--- config.mk ---
export PLATFORM = sky130hd
export DESIGN_NAME = distance_vector_route_update
export DESIGN_NICKNAME = d
export VERILOG_FILES = /design/src/rtl/dvru_pkg.sv /design/src/rtl/dvru_ram.sv /design/src/rtl/dvru_relax.sv /design/src/rtl/distance_vector_route_update.sv
export SDC_FILE = /design/constraint.sdc
export NUM_CORES = 1
export LEC_CHECK = 0
export BUFFER_PORTS_ARGS = -buffer_cell sky130_fd_sc_hd__buf_2
export CORE_MARGIN = 3
export CORE_UTILIZATION = 55
export CTS_CLUSTER_DIAMETER = 30
export DETAILED_ROUTE_END_ITERATION = 10
export PLACE_DENSITY = 0.73
export SETUP_SLACK_MARGIN = 0.15
export SYNTH_ARGS = -nofsm -noshare
export SYNTH_HDL_FRONTEND = slang
export SYNTH_SLANG_ARGS = --single-unit
--- constraint.sdc ---
create_clock -name clk_i -period 11.72 [get_ports clk_i]
set_input_delay 1.758 -clock clk_i [delete_from_list [all_inputs] [get_ports clk_i]]
set_output_delay 1.758 -clock clk_i [all_outputs]
set_load 0.1 [all_outputs]
--- src/rtl/dvru_pkg.sv ---
`timescale 1ns / 1ps
`default_nettype none
package dvru_pkg;

  localparam int NODE_COUNT_DEF = 8;
  localparam int DIST_BITS_DEF  = 16;
  localparam int NODE_W         = 3;
  localparam int DIST_W         = 16;

  localparam logic FUNC_LOAD   = 1'b0;
  localparam logic FUNC_VECTOR = 1'b1;

  typedef struct packed {
    logic              func;
    logic [NODE_W-1:0] sender;
    logic [NODE_W-1:0] dest;
    logic [DIST_W-1:0] dist_req;
    logic [NODE_W-1:0] hop;
    logic              last;
  } dvru_in_t;

  typedef struct packed {
    logic [NODE_W-1:0] out_dest;
    logic [DIST_W-1:0] out_dist;
    logic [NODE_W-1:0] out_hop;
    logic              entry_changed;
    logic              table_changed;
    logic              out_last;
  } dvru_out_t;

endpackage
`default_nettype wire

--- src/rtl/dvru_ram.sv ---
`timescale 1ns / 1ps
`default_nettype none
module dvru_ram #(
  parameter int WIDTH = 8,
  parameter int DEPTH = 8
) (
  input  wire logic                     clk_i,
  input  wire logic                     we_i,
  input  wire logic [$clog2(DEPTH)-1:0] waddr_i,
  input  wire logic [WIDTH-1:0]         wdata_i,
  input  wire logic                     re_i,
  input  wire logic [$clog2(DEPTH)-1:0] raddr_i,
  output logic      [WIDTH-1:0]         rdata_o
);

  logic [WIDTH-1:0] mem_q [DEPTH];

  always_ff @(posedge clk_i) begin
    if (we_i) begin
      mem_q[waddr_i] <= wdata_i;
    end
    if (re_i) begin
      rdata_o <= mem_q[raddr_i];
    end
  end

endmodule
`default_nettype wire

--- src/rtl/dvru_relax.sv ---
`timescale 1ns / 1ps
`default_nettype none
module dvru_relax #(
  parameter int DIST_BITS = dvru_pkg::DIST_BITS_DEF
) (
  input  dvru_pkg::dvru_in_t            item_i,
  input  wire logic [dvru_pkg::NODE_W-1:0] own_node_i,
  input  wire logic [DIST_BITS-1:0]      cost_i,
  input  wire logic                      dest_ok_i,
  input  wire logic [DIST_BITS-1:0]      old_dist_i,
  input  wire logic [dvru_pkg::NODE_W-1:0] old_hop_i,
  output logic      [DIST_BITS-1:0]      new_dist_o,
  output logic      [dvru_pkg::NODE_W-1:0] new_hop_o,
  output logic                           changed_o
);
  import dvru_pkg::*;

  localparam logic [DIST_BITS-1:0] INF = {DIST_BITS{1'b1}};

  logic [DIST_BITS-1:0] dreq;
  logic [DIST_BITS:0]   sum_full;
  logic [DIST_BITS-1:0] sum;
  logic [DIST_BITS-1:0] mid_dist;

  assign dreq     = DIST_BITS'(item_i.dist_req);
  assign sum_full = {1'b0, dreq} + {1'b0, cost_i};

  // saturate below infinity; either operand unreachable gives unreachable
  always_comb begin
    if (dreq == INF || cost_i == INF) begin
      sum = INF;
    end else if (sum_full >= {1'b0, INF}) begin
      sum = INF - 1'b1;
    end else begin
      sum = sum_full[DIST_BITS-1:0];
    end
  end

  always_comb begin
    new_dist_o = old_dist_i;
    new_hop_o  = old_hop_i;
    mid_dist   = old_dist_i;
    if (dest_ok_i) begin
      if (item_i.func == FUNC_LOAD) begin
        new_dist_o = dreq;
        new_hop_o  = item_i.hop;
      end else if (item_i.dest != own_node_i) begin
        // route through the sender follows whatever it now advertises
        if (old_hop_i == item_i.sender) begin
          mid_dist = sum;
        end
        new_dist_o = mid_dist;
        if (dreq != INF && sum != INF && sum < mid_dist) begin
          new_dist_o = sum;
          new_hop_o  = item_i.sender;
        end
      end
    end
  end

  assign changed_o = dest_ok_i && ((new_dist_o != old_dist_i) || (new_hop_o != old_hop_i));

endmodule
`default_nettype wire

--- src/rtl/distance_vector_route_update.sv ---
`timescale 1ns / 1ps
`default_nettype none
// Channel   | Handshake              | Payload
// ----------+------------------------+------------------------------
// item in   | start, busy            | item_i   (dvru_in_t)
// result    | done_o (one cycle)     | result_o (dvru_out_t)
// config    | cfg_we_i               | cfg_wdata_i (own node)
//
// A word goes from accept through S_ENTRY to the done_o strobe; the first
// pair of a vector also visits S_COST, reading the sender's entry before
// the destination's entry through the single read port of the route RAM.
// Reset marks all entries unreachable through per-entry valid bits; no
// clearing pass. done_o is shown one cycle and the next word may be
// accepted in that same cycle.
module distance_vector_route_update #(
  parameter int NODE_COUNT = dvru_pkg::NODE_COUNT_DEF,
  parameter int DIST_BITS  = dvru_pkg::DIST_BITS_DEF
) (
  input  wire logic                        clk_i,
  input  wire logic                        rst_ni,
  input  wire logic                        start,
  output logic                             busy,
  input  dvru_pkg::dvru_in_t               item_i,
  input  wire logic                        cfg_we_i,
  input  wire logic [dvru_pkg::NODE_W-1:0] cfg_wdata_i,
  output logic                             done_o,
  output dvru_pkg::dvru_out_t              result_o
);
  import dvru_pkg::*;

  localparam int IDX_W = $clog2(NODE_COUNT);
  localparam int ENT_W = DIST_BITS + NODE_W;
  localparam logic [DIST_BITS-1:0] INF = {DIST_BITS{1'b1}};

  typedef enum logic [1:0] {S_IDLE, S_COST, S_ENTRY} state_e;

  function automatic logic [IDX_W-1:0] to_idx(logic [NODE_W-1:0] n);
    return IDX_W'(n);
  endfunction

  state_e              state_q, state_d;
  dvru_in_t            item_q;
  logic [NODE_W-1:0]   own_node_q;
  logic [DIST_BITS-1:0] cost_q;
  logic                vec_open_q;
  logic                acc_q;
  logic                done_q;
  dvru_out_t           res_q;
  logic [NODE_COUNT-1:0] ent_vld_q;
  logic                rd_vld_q;

  logic                accept;
  logic                rd_en;
  logic [IDX_W-1:0]    rd_addr;
  logic [ENT_W-1:0]    rd_data;
  logic                wr_en;
  logic [ENT_W-1:0]    wr_data;
  logic [DIST_BITS-1:0] ent_dist;
  logic [NODE_W-1:0]   ent_hop;
  logic                dest_ok;
  logic                sender_ok;
  logic [DIST_BITS-1:0] old_dist;
  logic [NODE_W-1:0]   old_hop;
  logic [DIST_BITS-1:0] new_dist;
  logic [NODE_W-1:0]   new_hop;
  logic                changed;
  logic                acc_next;

  assign busy   = (state_q != S_IDLE);
  assign accept = start && !busy;

  always_comb begin
    rd_en   = 1'b0;
    rd_addr = '0;
    state_d = state_q;
    case (state_q)
      S_IDLE: begin
        if (accept) begin
          rd_en = 1'b1;
          if (item_i.func == FUNC_VECTOR && !vec_open_q) begin
            rd_addr = to_idx(item_i.sender);
            state_d = S_COST;
          end else begin
            rd_addr = to_idx(item_i.dest);
            state_d = S_ENTRY;
          end
        end
      end
      S_COST: begin
        rd_en   = 1'b1;
        rd_addr = to_idx(item_q.dest);
        state_d = S_ENTRY;
      end
      S_ENTRY: state_d = S_IDLE;
      default: state_d = S_IDLE;
    endcase
  end

  // entries never written read as unreachable
  assign ent_dist  = rd_vld_q ? rd_data[DIST_BITS-1:0] : INF;
  assign ent_hop   = rd_vld_q ? rd_data[ENT_W-1:DIST_BITS] : '0;
  assign dest_ok   = (32'(item_q.dest) < NODE_COUNT);
  assign sender_ok = (32'(item_q.sender) < NODE_COUNT);
  assign old_dist  = dest_ok ? ent_dist : INF;
  assign old_hop   = dest_ok ? ent_hop : '0;

  dvru_relax #(
    .DIST_BITS(DIST_BITS)
  ) u_relax (
    .item_i    (item_q),
    .own_node_i(own_node_q),
    .cost_i    (cost_q),
    .dest_ok_i (dest_ok),
    .old_dist_i(old_dist),
    .old_hop_i (old_hop),
    .new_dist_o(new_dist),
    .new_hop_o (new_hop),
    .changed_o (changed)
  );

  assign wr_en    = (state_q == S_ENTRY) && dest_ok;
  assign wr_data  = {new_hop, new_dist};
  assign acc_next = acc_q || changed;

  dvru_ram #(
    .WIDTH(ENT_W),
    .DEPTH(NODE_COUNT)
  ) u_ram (
    .clk_i  (clk_i),
    .we_i   (wr_en),
    .waddr_i(to_idx(item_q.dest)),
    .wdata_i(wr_data),
    .re_i   (rd_en),
    .raddr_i(rd_addr),
    .rdata_o(rd_data)
  );

  always_ff @(posedge clk_i or negedge rst_ni) begin
    if (!rst_ni) begin
      state_q    <= S_IDLE;
      item_q     <= '0;
      own_node_q <= '0;
      cost_q     <= '0;
      vec_open_q <= 1'b0;
      acc_q      <= 1'b0;
      done_q     <= 1'b0;
      res_q      <= '0;
      ent_vld_q  <= '0;
      rd_vld_q   <= 1'b0;
    end else begin
      state_q <= state_d;
      done_q  <= 1'b0;
      if (cfg_we_i) begin
        own_node_q <= cfg_wdata_i;
      end
      if (accept) begin
        item_q <= item_i;
      end
      if (rd_en) begin
        rd_vld_q <= ent_vld_q[rd_addr];
      end
      case (state_q)
        S_COST: begin
          // latch the cost to the sender and open the vector
          cost_q     <= sender_ok ? ent_dist : INF;
          vec_open_q <= 1'b1;
          acc_q      <= 1'b0;
        end
        S_ENTRY: begin
          if (wr_en) begin
            ent_vld_q[to_idx(item_q.dest)] <= 1'b1;
          end
          done_q                 <= 1'b1;
          res_q.out_dest         <= item_q.dest;
          res_q.out_dist         <= DIST_W'(new_dist);
          res_q.out_hop          <= new_hop;
          res_q.entry_changed    <= changed;
          res_q.out_last         <= item_q.last;
          res_q.table_changed    <= 1'b0;
          if (item_q.func == FUNC_VECTOR) begin
            if (item_q.last) begin
              res_q.table_changed <= acc_next;
              vec_open_q          <= 1'b0;
              acc_q               <= 1'b0;
            end else begin
              acc_q <= acc_next;
            end
          end
        end
        default: ;
      endcase
    end
  end

  assign done_o   = done_q;
  assign result_o = res_q;

endmodule
`default_nettype wire

# Yosys cells after proc, flatten, opt, wreduce, memory -nomap -nowiden
# Memories as Yosys holds them, arrays and structs flattened. A register that Yosys moved wholly into a read port is not among the register bits.
# Index checks and enable logic that the tools add are counted.
# op_classes
n_bitwise,1
n_div,0
order_cmp,5
n_mux,35
reduce_logical,15
eq_ne,13
shifts,0
mul,0
n_addsub,1
# ops
operator,count
16-bit 2-to-1 mux,9
"16-bit equality test, second input constant",2
"16-bit inequality test, second input constant",2
3-bit 2-to-1 mux,6
16-bit by 16-bit adder with 17-bit output,1
"17-bit by 16-bit greater-or-equal comparator with 1-bit output, second input constant",1
16-bit < comparator,1
16-bit inequality test,1
1-bit 2-to-1 mux,11
"3-bit by 4-bit < comparator with 1-bit output, second input constant",2
8-bit bitwise OR,1
"2-bit inequality test, second input constant",3
3-bit inequality test,2
1-bit case mux with 2 select lines,3
3-bit case mux with 2 select lines,1
1-bit logical AND,5
2-bit 2-to-1 mux,2
2-bit case mux with 2 select lines,1
2-bit nonzero test,2
1-bit binary-select mux with 3-bit select,1
1-bit demux with 3-bit select,1
3-bit equality test,1
"3-bit by 1-bit greater-or-equal comparator with 1-bit output, second input constant",1
1-bit logical OR,3
other kinds (6),7
# totals
inputBits,34
n_memories,1
latch_bits,0
wordCells,91
out_inout_bits,27
ramBits,152
regBits,85
mem_bits_ro,0
# memory_table
memory,words,width,read_ports,rd_ports_with_merged_regs,write_ports,line,rtl
u_ram.mem_q,8,19,1,1,1,dvru_ram.sv:16,logic [WIDTH-1:0] mem_q [DEPTH];

# Logic depth before layout (Yosys ltp)
# depth
word_depth,18
mapped_depth,26
ltp_nobuf,24

# Modules after synthesis
# From an unflattened synthesis, not the netlist that was laid out.
# unflattened
hier_cells,1066
hier_area_um2,12862.3
# by_module_without_submodules
mod,n_inst,cells_each,seq_area_each_um2,area_per_inst_um2
dvru_ram,1,251,5134.9,6449.9
distance_vector_route_update,1,392,2127.0,3555.9
dvru_relax,1,423,0.0,2856.5

# Worst setup path after synthesis
# No wires, ideal clock.
# synth_path
path_kind,reg-to-reg
startpoint,register item_q[4] (netlist name)
endpoint,register res_q (netlist bit result_o[19])
period_less_slack_ps,5332
path_slack_ps,6388
setup_ps,125
path_stages_with_launch,26
arrival_ps,5206
path_buffers,2
t_required_ps,11595
path_cell_list,dfrtp_1 > ha_1 > inv_1 > fa_1 > and2b_1 > o2111a_1 > nor2_1 > o221a_2 > and3_1 > and4bb_1 > buf_6 > or3_1 > mux2i_1 > ha_1 > nand2_1 > nor2_1 > a211oi_1 > o21ai_0 > a211o_1 > inv_1 > nand2_1 > o21ai_4 > buf_12 > mux2_4 > mux2_2 > mux2_2
# synth_between
elab_chain_len,12
elab_cells_between_ends,17
classes_between,1 x add/sub; 2 x order compare; 3 x eq/ne; 8 x mux; 3 x reduce/logical
# synth_rtl
item,line,rtl
from (decl),distance_vector_route_update.sv:42,dvru_in_t item_q;
from (signal assigned),distance_vector_route_update.sv:157,item_q <= item_i;
16-bit by 16-bit adder with 17-bit output,dvru_relax.sv:26,"assign sum_full = {1'b0, dreq} + {1'b0, cost_i};"
17-bit by 16-bit greater-or-equal comparator with 1-bit output,dvru_relax.sv:32,"end else if (sum_full >= {1'b0, INF}) begin"
16-bit 2-to-1 mux,dvru_relax.sv:32,
16-bit 2-to-1 mux,dvru_relax.sv:30,if (dreq == INF || cost_i == INF) begin
16-bit 2-to-1 mux,dvru_relax.sv:49,if (old_hop_i == item_i.sender) begin
16-bit 2-to-1 mux,dvru_relax.sv:47,end else if (item_i.dest != own_node_i) begin
16-bit 2-to-1 mux,dvru_relax.sv:44,if (item_i.func == FUNC_LOAD) begin
16-bit < comparator,dvru_relax.sv:53,if (dreq != INF && sum != INF && sum < mid_dist) begin
1-bit logical AND,dvru_relax.sv:53,
16-bit 2-to-1 mux (*),dvru_relax.sv:53,
16-bit 2-to-1 mux (*),dvru_relax.sv:47,
16-bit 2-to-1 mux (*),dvru_relax.sv:44,
named net new_dist[13],distance_vector_route_update.sv:64,logic [DIST_BITS-1:0] new_dist;
to (decl),distance_vector_route_update.sv:48,dvru_out_t res_q;
# Mark *: on every way through the listed nets, which the timed path passes. The rest lies on a longest branch. The select of a mux whose other input is x is not followed.
# A chain may end at the register's enable or synchronous reset.

# Worst setup path after layout
# layout_path
startpoint,register item_q[4] (netlist name)
endpoint,register res_q (netlist bit result_o[12])
# The elaborated chain is that of the path after synthesis.

==> summary by stage <==
Status
The flow ran to the end, and the final reports show no timing, DRC or antenna violations.

Place
The number of port buffers is 60. The final weighted congestion in routability-driven placement is approximately 0.97. Once detailed placement completed, the half-perimeter wirelength came to ~24000 µm.

Route
The total wire length is approximately 38000 µm. The detail-routed via count per cell is approximately 6.2. After the first detailed-routing iteration, the DRC count stood at 1267.

The pre-antenna-repair detailed-routing pass consisted of 8 iterations. The antenna violation net count after detailed routing is 0. The final route contains roughly 11000 vias.

The remaining design rule violation count is 0. After detailed routing, the average wire length per cell comes to about 22 µm.

Logic synthesis
A synthesized cell averages about 10 µm². Counting distinct cell types in the post-synthesis netlist gives a little under 80. sky130_fd_sc_hd__edfxtp_1 takes more of the synthesized area than any other cell. Yosys attributes the largest share of cell area to sky130_fd_sc_hd__edfxtp_1 39%, sky130_fd_sc_hd__dfrtp_1 16%, sky130_fd_sc_hd__nand2_1 10%, sky130_fd_sc_hd__nand3_1 4.4%, sky130_fd_sc_hd__mux2_2 3.4%. The number of enable-type register cells in the synthesized netlist is between 150 and 200. In the synthesized netlist the async set-or-reset flop fraction comes to 0.3320. For this run, the leading register cell type out of synthesis is sky130_fd_sc_hd__edfxtp_1. The post-synthesis sequential area ratio is 0.5502. The synthesized area is 13200 µm².

The net count after synthesis is roughly 1400. The share of synthesized area in the top cell type comes to 0.3891. The cell count after synthesis came out at 1296. Among all cell types in the netlist, the one instantiated most often is sky130_fd_sc_hd__nand2_1. The commonest cells after synthesis are 354 x sky130_fd_sc_hd__nand2_1, 171 x sky130_fd_sc_hd__edfxtp_1, 116 x sky130_fd_sc_hd__nand3_1.

The number of warnings issued by yosys is 0. The synthesis-stage register bit count is 256.

Critical path
The largest fanout on the critical path is 17. The required time at the worst-slack endpoint is between 10000 and 15000 ps. The worst setup path is captured at a flip-flop.

The launching element type of the critical path is a flip-flop. Data on the critical path arrives at its endpoint at a little under 7000 ps. The worst setup path is of the flip-flop to flip-flop kind.

The depth of the worst register-to-register path is 24.

Clock tree
At the later pin of the worst-skew pair, clock insertion delay measures 560 ps. For this design, the CTS-stage hold fixing added 0 buffers. The TritonCTS clock tree is built. The number of setup buffers added after CTS is 0. The H-tree generated during clock tree synthesis spans 2 levels. The tree is rooted in a sky130_fd_sc_hd__clkbuf_16. CTS saw 256 sinks.

After clock tree synthesis, the clock-pin slew on the worst setup and hold paths is ~50 ps. In this run, post-CTS repair resized a total of 0 instances. In this run the deepest clock path goes through 3 buffers. The total clock buffers created by CTS is 46.

Die
The die covers around 26000 µm². The placeable core region is 23540 µm². Measured along the x axis, the die boundary spans around 160 µm.

After floorplanning, the core was divided into 56 placement rows. For this design the top-level I/O count stands at between 60 and 70. The effective utilization at floorplan is 0.5606. The vertical extent of the die is 160.9 µm.

Global routing
Across every metal layer, demand over resource in global routing totals 0.2930. The via count of the first global-routing pass is between 10000 and 15000. The first global-routing pass estimated ~60000 µm of wire. The total global routing overflow is 0. The initial antenna violation count came to 1.

Entering global routing, the biggest net connects 80 pins.

STA
The number of slew-limit violations in the final report is 0. The share of the clock period used by the worst path after layout is 0.5489. The final count of negative-setup-slack endpoints is 0. Setup repair after global routing left no endpoint under its margin. Based on the critical path, the design can be clocked at up to roughly 0.16 GHz.

For the final database, setup skew stands at ~40 ps. The number of hold violations in the final report is 0. In this run the tightest slew margin relative to its limit is 0.2124. The actual transition at the worst max-transition pin is 1180 ps. The shortest clock period the worst path allows after layout is ~6400 ps.

The setup total negative slack is 0 ps.

Layout
In the final design database the tool counted roughly 1400 nets. In the final layout, the share of cells above drive strength 1 is 0.1795. The signed area change from the synthesized netlist to the final layout is 17.34%. The total inserted antenna cells is 0.

Hold path
The number of stages on the worst hold path is 1. The tightest min-delay check is of the flip-flop to flip-flop type.

Run
The reported max-cap violation count is 0.
[registers in the layout, summed over array words and instances, names as in the netlist, 2 cells and up]
| name | flops |
|---|---|
| state_q | 2 |
| item_q | 27 |
| result_o | 25 |
| cost_q | 16 |
| own_node_q | 3 |
| ent_vld_q | 8 |
| u_ram.rdata_o | 19 |
| u_ram.mem_q | 152 |
[critical path, stage by stage (launching register included)]
cell and delay [ps]:
sky130_fd_sc_hd__dfrtp_1 460, sky130_fd_sc_hd__ha_1 230, sky130_fd_sc_hd__inv_1 60, sky130_fd_sc_hd__fa_1 400, sky130_fd_sc_hd__and2b_1 260, sky130_fd_sc_hd__o2111ai_1 180, sky130_fd_sc_hd__a211oi_1 400, sky130_fd_sc_hd__o221a_2 330
sky130_fd_sc_hd__and3_1 190, sky130_fd_sc_hd__and4bb_1 500, sky130_fd_sc_hd__nor2_1 160, sky130_fd_sc_hd__nand3_1 100, sky130_fd_sc_hd__o21ai_0 100, sky130_fd_sc_hd__ha_1 220, sky130_fd_sc_hd__a21oi_1 130, sky130_fd_sc_hd__nor2_1 60
sky130_fd_sc_hd__a211oi_1 230, sky130_fd_sc_hd__o21ai_0 150, sky130_fd_sc_hd__a211o_1 300, sky130_fd_sc_hd__inv_1 80, sky130_fd_sc_hd__nand2_1 100, sky130_fd_sc_hd__o21ai_4 610, sky130_fd_sc_hd__mux2_2 420, sky130_fd_sc_hd__mux2_2 340
sky130_fd_sc_hd__mux2_2 280
[per-stage QoR]
step           worst slack, ps  area [µm²]    util  std cells  hold WS [ps]
2_1_floorplan             6388       13200       -       1296         439.4
3_3_place_gp              5535       13820  0.5869       1626         452.7
3_5_place_dp              5413       13820  0.5869       1626         453.3
4_1_cts                   5388       15490  0.6578       1712         468.1
5_1_grt                   4830       15490  0.6578       1712         486.9
6_report                  5287       15490  0.6578       1712         466.2
[cells by family (layout without fill, tap and decap cells)]
group	count (synthesis)	after routing	share of synthesized area
XOR/XNOR	27	27	0.01792
flip-flops	256	256	0.5502
adder cells (fa/ha/maj)	32	32	0.03091
buffers and inverters	90	187	0.02787
AND/OR/NAND/NOR	628	628	0.2162
AO/OA/AOI/OAI	195	195	0.09917
multiplexers	68	68	0.05764
[metal layers]
layer	wire, µm	GRT usage	vias to the layer above
met1	15540	0.4127	5116
li1	-	-	4778
met4	1284	0.1107	2
met2	17600	0.4547	557
met3	3563	0.05726	100
met5	11	0	-
[path summary, 6_finish.rpt]
kind	slack, ps	start	to
max in group asynchronous	9380	rst_ni	result_o[21]$_DFFE_PN0P_
worst max-delay path	5290	item_q[4]$_DFFE_PN0P_	result_o[12]$_DFFE_PN0P_
min in group asynchronous	1060	rst_ni	item_q[16]$_DFFE_PN0P_
worst min-delay path	470	ent_vld_q[2]$_DFFE_PN0P_	ent_vld_q[2]$_DFFE_PN0P_
worst min register to register	470	ent_vld_q[2]$_DFFE_PN0P_	ent_vld_q[2]$_DFFE_PN0P_
worst max register to register	5290	item_q[4]$_DFFE_PN0P_	result_o[12]$_DFFE_PN0P_
[area by class of cell]
| cell class | count | area [µm²] |
|---|---|---|
| Sequential cell | 256 | 7262 |
| Inverter | 23 | 86.33 |
| Multi-Input combinational cell | 950 | 5632 |
| Clock inverter | 38 | 489.2 |
| Tap cell | 319 | 399.1 |
| Fill cell | 1797 | 8056 |
| Clock buffer | 48 | 1180 |
| Timing Repair Buffer | 78 | 437.9 |
[layout by cell type, fill, tap and decap left out, types with 4 or more instances in the layout]
master	Yosys	routed
sky130_fd_sc_hd__bufinv_16	0	7
sky130_fd_sc_hd__clkbuf_16	0	47
sky130_fd_sc_hd__mux2_2	40	40
sky130_fd_sc_hd__nand4_1	15	15
sky130_fd_sc_hd__or2_2	13	13
sky130_fd_sc_hd__clkinv_4	0	10
sky130_fd_sc_hd__and2_1	4	4
sky130_fd_sc_hd__nand2_1	354	354
sky130_fd_sc_hd__a21o_1	8	8
sky130_fd_sc_hd__edfxtp_1	171	171
sky130_fd_sc_hd__nor3_2	2	6
sky130_fd_sc_hd__a211oi_1	6	6
sky130_fd_sc_hd__ha_1	31	31
sky130_fd_sc_hd__o2111ai_1	4	4
sky130_fd_sc_hd__clkinvlp_4	0	5
sky130_fd_sc_hd__buf_2	5	59
sky130_fd_sc_hd__nor2b_1	15	15
sky130_fd_sc_hd__nand3b_1	5	5
sky130_fd_sc_hd__inv_1	22	22
sky130_fd_sc_hd__nor2_1	39	36
sky130_fd_sc_hd__or3_1	8	8
sky130_fd_sc_hd__nand3_1	116	116
sky130_fd_sc_hd__inv_6	0	8
sky130_fd_sc_hd__mux2i_1	22	22
sky130_fd_sc_hd__dfrtp_1	85	85
sky130_fd_sc_hd__buf_4	0	19
sky130_fd_sc_hd__o22ai_1	7	7
sky130_fd_sc_hd__o21ai_0	73	72
sky130_fd_sc_hd__a22o_1	4	4
sky130_fd_sc_hd__nor4_1	7	6
sky130_fd_sc_hd__nand2b_1	12	12
sky130_fd_sc_hd__o21a_1	8	7
sky130_fd_sc_hd__xnor2_1	16	16
sky130_fd_sc_hd__a31oi_1	9	9
sky130_fd_sc_hd__xor2_1	11	11
sky130_fd_sc_hd__mux2_4	6	6
sky130_fd_sc_hd__nor3_1	14	10
sky130_fd_sc_hd__and3_1	8	8
sky130_fd_sc_hd__a21oi_1	25	25
Power is left out: the tool's default activity adds up to more than one toggle a clock period on the data nets, which glitch-free logic cannot reach.
